## src/sv/sha_pkg.sv

```systemverilog
// shared constants, types and round functions for the sha-256 message hash
package sha_pkg;

  // sequencer states, one-hot
  typedef enum logic [4:0] {
    ST_IDLE  = 5'b00001,
    ST_PAD   = 5'b00010,
    ST_COMP  = 5'b00100,
    ST_FINAL = 5'b01000,
    ST_OUT   = 5'b10000
  } seq_state_t;

  // padding phases, one-hot: marker byte, zero fill, length field
  typedef enum logic [2:0] {
    PH_MARK = 3'b001,
    PH_ZERO = 3'b010,
    PH_LEN  = 3'b100
  } pad_phase_t;

  localparam logic [7:0] PAD_MARK   = 8'h80;
  localparam logic [7:0] PAD_ZERO   = 8'h00;
  localparam logic [5:0] LEN_POS    = 6'd56;
  localparam logic [5:0] LAST_POS   = 6'd63;
  localparam logic [5:0] LAST_ROUND = 6'd63;
  localparam logic [2:0] LAST_WORD  = 3'd7;

  localparam logic [31:0] INIT_HASH [8] = '{
    32'h6a09e667, 32'hbb67ae85, 32'h3c6ef372, 32'ha54ff53a,
    32'h510e527f, 32'h9b05688c, 32'h1f83d9ab, 32'h5be0cd19
  };

  localparam logic [31:0] ROUND_K [64] = '{
    32'h428a2f98, 32'h71374491, 32'hb5c0fbcf, 32'he9b5dba5,
    32'h3956c25b, 32'h59f111f1, 32'h923f82a4, 32'hab1c5ed5,
    32'hd807aa98, 32'h12835b01, 32'h243185be, 32'h550c7dc3,
    32'h72be5d74, 32'h80deb1fe, 32'h9bdc06a7, 32'hc19bf174,
    32'he49b69c1, 32'hefbe4786, 32'h0fc19dc6, 32'h240ca1cc,
    32'h2de92c6f, 32'h4a7484aa, 32'h5cb0a9dc, 32'h76f988da,
    32'h983e5152, 32'ha831c66d, 32'hb00327c8, 32'hbf597fc7,
    32'hc6e00bf3, 32'hd5a79147, 32'h06ca6351, 32'h14292967,
    32'h27b70a85, 32'h2e1b2138, 32'h4d2c6dfc, 32'h53380d13,
    32'h650a7354, 32'h766a0abb, 32'h81c2c92e, 32'h92722c85,
    32'ha2bfe8a1, 32'ha81a664b, 32'hc24b8b70, 32'hc76c51a3,
    32'hd192e819, 32'hd6990624, 32'hf40e3585, 32'h106aa070,
    32'h19a4c116, 32'h1e376c08, 32'h2748774c, 32'h34b0bcb5,
    32'h391c0cb3, 32'h4ed8aa4a, 32'h5b9cca4f, 32'h682e6ff3,
    32'h748f82ee, 32'h78a5636f, 32'h84c87814, 32'h8cc70208,
    32'h90befffa, 32'ha4506ceb, 32'hbef9a3f7, 32'hc67178f2
  };

  // round sigma on a
  function automatic logic [31:0] big_sigma0(input logic [31:0] x);
    return {x[1:0], x[31:2]} ^ {x[12:0], x[31:13]} ^ {x[21:0], x[31:22]};
  endfunction

  // round sigma on e
  function automatic logic [31:0] big_sigma1(input logic [31:0] x);
    return {x[5:0], x[31:6]} ^ {x[10:0], x[31:11]} ^ {x[24:0], x[31:25]};
  endfunction

  // schedule sigma on w[t-15]
  function automatic logic [31:0] small_sigma0(input logic [31:0] x);
    return {x[6:0], x[31:7]} ^ {x[17:0], x[31:18]} ^ {3'b000, x[31:3]};
  endfunction

  // schedule sigma on w[t-2]
  function automatic logic [31:0] small_sigma1(input logic [31:0] x);
    return {x[16:0], x[31:17]} ^ {x[18:0], x[31:19]} ^ {10'b0, x[31:10]};
  endfunction

endpackage

```

## src/sv/sha256_message_hash.sv

```systemverilog
// sha-256 message hash: byte stream in, eight digest words out
//
// Input stream: one message byte per transaction. s_axis_tdata carries the
// byte, s_axis_tuser says whether the byte is valid, s_axis_tlast ends the
// message (a last transaction with tuser low ends it with no further byte).
// A byte that does not complete a 64-byte block is taken without a stall; a
// byte that completes one holds s_axis_tready low while the single round
// unit runs the 64 rounds and then the chaining add.
// On a last transaction the block pads itself one byte per cycle (marker,
// zeros, 64-bit length), compresses one or two more blocks, then presents the
// eight digest words on the output stream, word 0 first, m_axis_tuser giving
// the word index and m_axis_tlast marking word 7. The words leave at one
// per cycle while m_axis_tready is high.
// While words wait for the receiver, everything holds and no input is taken.
// After word 7 the chaining hash and length return to their initial values.
// Reset (rst, synchronous) loads the initial hash and empties the block.
module sha256_message_hash
  import sha_pkg::*;
(
  input  logic        clk,
  input  logic        rst,
  input  logic        s_axis_tvalid,
  output logic        s_axis_tready,
  input  logic [7:0]  s_axis_tdata,   // [7:0] data_byte
  input  logic        s_axis_tuser,   // [0] has_byte
  input  logic        s_axis_tlast,   // msg_last
  output logic        m_axis_tvalid,
  input  logic        m_axis_tready,
  output logic [31:0] m_axis_tdata,   // [31:0] digest_word
  output logic [2:0]  m_axis_tuser,   // [2:0] word_index
  output logic        m_axis_tlast    // digest_last
);

  seq_state_t  state;
  pad_phase_t  phase;
  logic [5:0]  byte_pos;
  logic [63:0] bit_length;
  logic [5:0]  round_count;
  logic [2:0]  out_idx;
  logic        pad_active;
  logic        final_blk;
  logic [31:0] chain_hash [8];
  logic [31:0] work_regs [8];
  logic [511:0] block_words;

  logic        in_take;
  logic        pad_len;
  logic [7:0]  pad_byte;
  logic        put_en;
  logic [7:0]  put_byte;
  logic [31:0] w_cur;
  logic [31:0] sched_new;
  logic [31:0] t1;
  logic [31:0] t2;
  logic [31:0] choose;
  logic [31:0] major;

  // handshake
  assign s_axis_tready = (state == ST_IDLE);
  assign in_take       = s_axis_tvalid & s_axis_tready;
  assign m_axis_tvalid = (state == ST_OUT);
  assign m_axis_tdata  = chain_hash[out_idx];
  assign m_axis_tuser  = out_idx;
  assign m_axis_tlast  = (out_idx == LAST_WORD);

  // padding byte selection
  always_comb begin
    pad_len = (phase != PH_MARK) && (byte_pos >= LEN_POS) &&
              ((phase == PH_LEN) || (byte_pos == LEN_POS));
    if (phase == PH_MARK) begin
      pad_byte = PAD_MARK;
    end else if (pad_len) begin
      pad_byte = bit_length[{~byte_pos[2:0], 3'b000} +: 8];
    end else begin
      pad_byte = PAD_ZERO;
    end
  end

  // byte into the block buffer
  always_comb begin
    put_en   = 1'b0;
    put_byte = s_axis_tdata;
    case (state)
      ST_IDLE: begin
        put_en = in_take & s_axis_tuser;
      end
      ST_PAD: begin
        put_en   = 1'b1;
        put_byte = pad_byte;
      end
      default: begin
        put_en = 1'b0;
      end
    endcase
  end

  // round unit and message schedule, taps on the 16-word window
  always_comb begin
    w_cur     = block_words[511:480];
    sched_new = small_sigma1(block_words[63:32]) + block_words[223:192] +
                small_sigma0(block_words[479:448]) + block_words[511:480];
    choose    = (work_regs[4] & work_regs[5]) ^ (~work_regs[4] & work_regs[6]);
    major     = (work_regs[0] & work_regs[1]) ^ (work_regs[0] & work_regs[2]) ^
                (work_regs[1] & work_regs[2]);
    t1        = work_regs[7] + big_sigma1(work_regs[4]) + choose +
                ROUND_K[round_count] + w_cur;
    t2        = big_sigma0(work_regs[0]) + major;
  end

  // sequencer and control state
  always_ff @(posedge clk) begin
    if (rst) begin
      state       <= ST_IDLE;
      phase       <= PH_MARK;
      byte_pos    <= '0;
      bit_length  <= '0;
      round_count <= '0;
      out_idx     <= '0;
      pad_active  <= 1'b0;
      final_blk   <= 1'b0;
      for (int i = 0; i < 8; i++) begin
        chain_hash[i] <= INIT_HASH[i];
      end
    end else begin
      if (put_en) begin
        byte_pos <= byte_pos + 6'd1;
      end
      case (state)
        ST_IDLE: begin
          if (in_take) begin
            if (s_axis_tuser) begin
              bit_length <= bit_length + 64'd8;
            end
            if (s_axis_tuser && byte_pos == LAST_POS) begin
              state       <= ST_COMP;
              round_count <= '0;
              pad_active  <= s_axis_tlast;
            end else if (s_axis_tlast) begin
              state      <= ST_PAD;
              pad_active <= 1'b1;
            end
          end
        end
        ST_PAD: begin
          if (phase == PH_MARK) begin
            phase <= PH_ZERO;
          end else if (pad_len) begin
            phase <= PH_LEN;
          end
          if (byte_pos == LAST_POS) begin
            state       <= ST_COMP;
            round_count <= '0;
            final_blk   <= pad_len;
          end
        end
        ST_COMP: begin
          round_count <= round_count + 6'd1;
          if (round_count == LAST_ROUND) begin
            state <= ST_FINAL;
          end
        end
        ST_FINAL: begin
          for (int i = 0; i < 8; i++) begin
            chain_hash[i] <= chain_hash[i] + work_regs[i];
          end
          if (!pad_active) begin
            state <= ST_IDLE;
          end else if (final_blk) begin
            state   <= ST_OUT;
            out_idx <= '0;
          end else begin
            state <= ST_PAD;
          end
        end
        ST_OUT: begin
          if (m_axis_tready) begin
            out_idx <= out_idx + 3'd1;
            if (out_idx == LAST_WORD) begin
              state      <= ST_IDLE;
              phase      <= PH_MARK;
              bit_length <= '0;
              pad_active <= 1'b0;
              final_blk  <= 1'b0;
              for (int i = 0; i < 8; i++) begin
                chain_hash[i] <= INIT_HASH[i];
              end
            end
          end
        end
        default: begin
          state <= ST_IDLE;
        end
      endcase
    end
  end

  // datapath: block shift register and working variables
  always_ff @(posedge clk) begin
    if (put_en) begin
      block_words <= {block_words[503:0], put_byte};
      if (byte_pos == LAST_POS) begin
        for (int i = 0; i < 8; i++) begin
          work_regs[i] <= chain_hash[i];
        end
      end
    end else if (state == ST_COMP) begin
      block_words  <= {block_words[479:0], sched_new};
      work_regs[7] <= work_regs[6];
      work_regs[6] <= work_regs[5];
      work_regs[5] <= work_regs[4];
      work_regs[4] <= work_regs[3] + t1;
      work_regs[3] <= work_regs[2];
      work_regs[2] <= work_regs[1];
      work_regs[1] <= work_regs[0];
      work_regs[0] <= t1 + t2;
    end
  end

`ifndef SYNTHESIS
  // never take input while the digest is on offer
  a_no_overlap: assert property (@(posedge clk) disable iff (rst)
    !(s_axis_tready && m_axis_tvalid))
    else $error("input taken while digest pending");

  // digest starts at word 0 on a fresh block boundary
  a_out_start: assert property (@(posedge clk) disable iff (rst)
    $rose(m_axis_tvalid) |-> (out_idx == 3'd0) && (byte_pos == 6'd0))
    else $error("digest started mid-block or mid-word");

  // last round is followed by the chaining add
  a_round_end: assert property (@(posedge clk) disable iff (rst)
    (state == ST_COMP) && (round_count == LAST_ROUND) |=> (state == ST_FINAL))
    else $error("compression did not end after 64 rounds");

  // after the final word the block is ready for the next message
  a_ready_after: assert property (@(posedge clk) disable iff (rst)
    m_axis_tvalid && m_axis_tready && m_axis_tlast |=>
      s_axis_tready && (bit_length == 64'd0))
    else $error("not ready for next message");
`endif

endmodule
```

## config.mk

```make
export PLATFORM = sky130hd
export DESIGN_NAME = sha256_message_hash
export DESIGN_NICKNAME = d
export VERILOG_FILES = /design/src/sv/sha_pkg.sv /design/src/sv/sha256_message_hash.sv
export SDC_FILE = /design/constraint.sdc
export NUM_CORES = 2
export LEC_CHECK = 0
export BUFFER_PORTS_ARGS = -buffer_cell sky130_fd_sc_hd__buf_2
export CAP_MARGIN = 5
export CORE_UTILIZATION = 60
export DETAILED_ROUTE_END_ITERATION = 16
export HOLD_SLACK_MARGIN = 0.08
export PLACE_DENSITY = 0.76
export SLEW_MARGIN = 20
export SYNTH_ARGS = -nofsm -noshare
export SYNTH_HDL_FRONTEND = slang
export SYNTH_SLANG_ARGS = --single-unit
```

## constraint.sdc

```tcl
create_clock -name clk -period 46 [get_ports clk]
set_clock_uncertainty 0.1 [all_clocks]
set_input_delay 9.2 -clock clk [delete_from_list [all_inputs] [get_ports clk]]
set_output_delay 9.2 -clock clk [all_outputs]
set_load 0.1 [all_outputs]
```

* Yosys cells after proc, flatten, opt, wreduce, memory -nomap -nowiden
Memories as Yosys holds them, arrays and structs flattened. A register that Yosys moved wholly into a read port is not among the register bits.
Index checks and enable logic that the tools add are counted.
** Operators by class
- Equality and inequality tests :: 23
- Shifts and indexed selects :: 1
- Multiplexer cells :: 86
- Reduce and logical (&&, ||, !) cells :: 16
- Order comparisons :: 2
- Bitwise gates (word level) :: 45
- Add/subtract/negate cells :: 22
** Operators with widths (number)
- 512-bit two-way mux :: 2
- 32-bit two-way mux :: 26
- 32-bit adder :: 18
- 32-bit XOR :: 9
- 64-bit two-way mux :: 4
- 32-bit bitwise AND :: 5
- 64-bit case mux with 2 select lines :: 1
- 64-bit by 4-bit adder with 64-bit output (second input constant) :: 1
- 64-bit by 7-bit indexed part select with 8-bit output :: 1
- 5-bit two-way mux :: 9
- 32-bit inverter :: 1
- 32-bit by 22-bit XOR with 32-bit output :: 1
- 32-bit by 29-bit XOR with 32-bit output :: 1
- 3-bit two-way mux :: 9
- 5-bit case mux with 5 select lines :: 1
- 8-bit two-way mux :: 3
- 1-bit OR :: 24
- 1-bit two-way mux :: 22
- 6-bit equality test (second input constant) :: 3
- 6-bit two-way mux :: 3
- 6-bit case mux with 3 select lines :: 1
- 4-bit AND reduction :: 4
- 6-bit by 1-bit adder with 6-bit output (second input constant) :: 2
- 3-bit case mux with 2 select lines :: 2
- other kinds (24) :: 42
** Word-level totals
- Memory bits (writable) :: 512
- Bits in registers :: 601
- Memories :: 3
- ROM bits :: 2048
** Memory list
- (no name shown) :: depth 64, bits a word 32, read ports 1, clocked after memory_dff 0, write ports 0, RTL line sha256_message_hash.sv:106 : ROUND_K[round_count] + w_cur;
- chain_hash :: depth 8, bits a word 32, read ports 9, clocked after memory_dff 1, write ports 8, RTL line sha256_message_hash.sv:42 : logic [31:0] chain_hash [8];
- work_regs :: depth 8, bits a word 32, read ports 8, clocked after memory_dff 0, write ports 8, RTL line sha256_message_hash.sv:43 : logic [31:0] work_regs [8];

* Logic depth before layout (Yosys ltp)
- Depth after elaboration :: 8
- Depth in mapped cells :: 39
- Depth with buffers taken out :: 37

* Least setup slack after synthesis
OpenSTA, ideal clock, no wires.
- Kind :: input to register
- Start point :: input port s_axis_tvalid
- End point :: register block_words[0] (enable)
- Setup slack :: 23.690 ns
- Stages on the path :: 6
- Data required time :: 42.268 ns
- Library setup time :: 3.632 ns
- Arrival time :: 18.578 ns
- Buffers on the path :: 2
- Cells stage by stage :: and2_1 and3_1 nor2_1 clkbuf_1 clkbuf_1 nand2_1
** Between the ends
- Longest elaborated chain between the ends :: 4
** Ends and longest elaborated chain
- start, declared :: RTL line sha256_message_hash.sv:22 : input logic s_axis_tvalid,
- 1-bit bitwise AND :: RTL line sha256_message_hash.sv:60 : assign in_take = s_axis_tvalid & s_axis_tready;
- 1-bit bitwise AND :: RTL line sha256_message_hash.sv:85 : put_en = in_take & s_axis_tuser;
- 1-bit case mux with 2 select lines :: RTL line sha256_message_hash.sv:83 : case (state)
- 2-bit nonzero test (no line)
- end signal, assigned :: RTL line sha256_message_hash.sv:200 : block_words <= {block_words[503:0], put_byte};
- end signal, assigned :: RTL line sha256_message_hash.sv:207 : block_words <= {block_words[479:0], sched_new};
- end, declared :: RTL line sha256_message_hash.sv:44 : logic [511:0] block_words;
Every way passes these cells.
A chain may end at the register's enable or synchronous reset.

==> impl_metrics.yaml <==
hold_path:
  hold_path_class: "reg2reg"
pwr:
  powerDensity_mw_per_mm2: 72.9
  p_leak_nw: 33.3
  totalPowerFinal_w: 0.00583
  ir_drop_mv: 0.0935
synthesis:
  yosysUniqueCellTypes: 100
  synth_area_leaders: "edfxtp_1 36%, nand2_1 12%, ha_1 6.7%"
  netlist_top_cells_count: "2,341 x nand2_1, 896 x edfxtp_1, 467 x inv_1, 465 x o21ai_0, 434 x a21oi_1"
  syn-num-nets: 8788
  synth_largest_area_cell: "edfxtp_1"
  ys_seq_elements: 1113
  synth_enable_flop_cells: 896
  ys_seq_area_share_pct: 41.8
  syn_area_mm2: 0.0748
  yosysMostFrequentCell: "nand2_1"
  synth_ff_type: "edfxtp_1"
  synth-async-reset-ratio_pct: 0
  avgSynthCellArea_um2: 9.15
  synth_warnings: 0
  synth_top_area_share_pct: 36.0
  syn_inst: 8181
final_layout:
  nets: 8578
  syn2layout_area_growth_pct: 6.95
  n_fill_cell: 10100
  seq_area_mm2: 0.0313
  drive_above_1_share_pct: 5.97
  multi_input_area_mm2: 0.0402
timing:
  relSlewSlack_pct: 19.6
  setup_viol: 0
  setup_tns_ns: 0
  drv_slew: 0
  fmax_mhz: 75.4
  fin_crit_ns: 13.26
  worst_slew_pin_slew_ns: 1.20
  rsz0062_at_grt: "false"
  post-route-worst-setup-slack_ns: 32.74
  hold_viol: 0
  fin_crit_sh_pct: 28.8
place:
  place_congestion: 1.01
  pre_cts_ws_ns: 32.56
  io_buffers: 51
  dp_hpwl_mm: 159
grt:
  grt_max_degree: 222
  track_usage_pct: 34.4
  grt_overflow: 0
  grt_pass1_wl_mm: 333
  grt_antenna_before_repair: 4
  grt_pass1_vias: 55900
die:
  die_height_um: 355
  ios: 52
  start_util_pct: 60.5
  rows: 129
  die_w_um: 355
  dieArea_mm2: 0.126
  core_mm2: 0.124
clock_tree:
  cts_max_level: 3
  cts-root-buf: "clkbuf_16"
  cts_buffers: 120
  cts_tree: "yes"
  cts.clk_slew.worst_paths_ns: 0.06
  holdBufCountCts: 0
  ctsResizeCount: 0
  clock_tree.buffer_depth: 3
  postCtsSetupRepairBufs: 0
  clk_latency_ns: 0.80
  cts_sinks: 1113
route:
  first_pass_iters: 6
  vias: 60200
  initialDrtViolationCount: 7829
  drc: 0
  avgViaCountPerCell: 6.19
  ant_nets: 0
  wl_per_cell_um: 22.6
  routed_wl_mm: 220
critical_path:
  worstPathRequired_ns: 36.70
  crit_type: "reg2out"
  r2r_slack_ns: 35.32
  end_kind: "output pin"
  cp-start-kind: "flop"
  worstPathArrival_ns: 3.96
  cp_max_fo: 35
job:
  drv_cap: 0
run_status:
  status: "complete, no violations"
==> cells by family (layout without fill, tap and decap cells) <==
family                   after synthesis  in the layout  synth area share [%]
AO/OA/AOI/OAI                       1579           1579                  13.1
AND/OR/NAND/NOR                     3207           3207                  17.8
adder cells (fa/ha/maj)              597            597                  11.9
other                                  0              2                     0
XOR/XNOR                             616            616                  7.21
buffers and inverters                911            808                  4.60
flip-flops                          1113           1113                  41.8
multiplexers                         158            158                  3.56
==> routing by layer <==
metal  track usage (%)  wire, um  vias to the layer above
li1                  -         -                    27600
met1              50.8     93200                    29000
met2              49.5     93400                     3060
met3              8.35     24900                      519
met4              11.6      8450                        6
met5             0.717       149                        -
==> worst paths after layout <==
| kind | start | to | cells past startpoint |
|---|---|---|---|
| max | flop | m_axis_tdata[1] | 4 |
| min | chain_hash[6][31] | chain_hash[6][31] | 2 |
| max reg2reg | round_count[0] | work_regs[0][29] | 35 |
| min reg2reg | chain_hash[6][31] | chain_hash[6][31] | 2 |
==> sequential cells by signal, indices dropped and copies added, names as in the netlist, named ones only <==
register	count
round_count	6
final_blk	1
state	5
m_axis_tuser	3
block_words	512
byte_pos	6
chain_hash	256
bit_length	61
pad_active	1
work_regs	256
phase	3
==> cell type report <==
type	count	area share, %
diodes	2	0.00625
clock buffers	169	4.10
clock inverters	60	0.837
inverters	468	2.21
multi-input cells	6157	50.2
flip-flops and latches	1113	39.1
well taps	1637	2.56
repair buffers	111	0.965
==> metrics by stage <==
| stage | cell area [um^2] | util (%) | std cells | hold slack, ns |
|---|---|---|---|---|
| 4_1_cts | 80000 | 64.7 | 9715 | 0.387 |
| 5_1_grt | 80000 | 64.7 | 9715 | 0.415 |
| 3_5_place_dp | 76100 | 61.5 | 9486 | 0.378 |
| 3_3_place_gp | 76100 | 61.5 | 9486 | 0.363 |
| 2_1_floorplan | 74800 | - | 8181 | 0.353 |
| 6_report | 80000 | 64.7 | 9717 | 0.390 |
==> worst max-delay path: stages (launching register included) <==
cell,delay (ns)
dfxtp_4,0.82
buf_4,0.75
mux4_2,0.58
o21ai_0,0.42
buf_2,0.56
==> where the power goes <==
group	internal, W	leakage (nW)	switching [W]
Combinational	0.00127	21.6	0.00205
Sequential	0.00139	9.82	0.000131
Clock	0.000555	1.92	0.000430
Total	0.00321	33.3	0.00261
==> cell usage in the layout, fill, tap and decap left out, drive strengths merged, types with 14 or more instances in the layout <==
master	n
fa	195
a221oi	14
and2	33
and3	53
nand3	100
o21ai	474
mux2i	38
o21a	55
a21o	212
nand2b	64
nor3	84
ha	398
a211oi	62
nor2b	59
clkbuf	169
or3	44
dfxtp	217
buf	111
mux2	37
o211ai	42
nand4	31
o21bai	53
edfxtp	896
inv	470
a31oi	41
xor2	291
o31ai	26
a21oi	435
a311oi	15
xnor2	325
nand2	2341
clkinv	46
nor2	334
mux4	83
a211o	15
(Power assumes the default switching activity.)
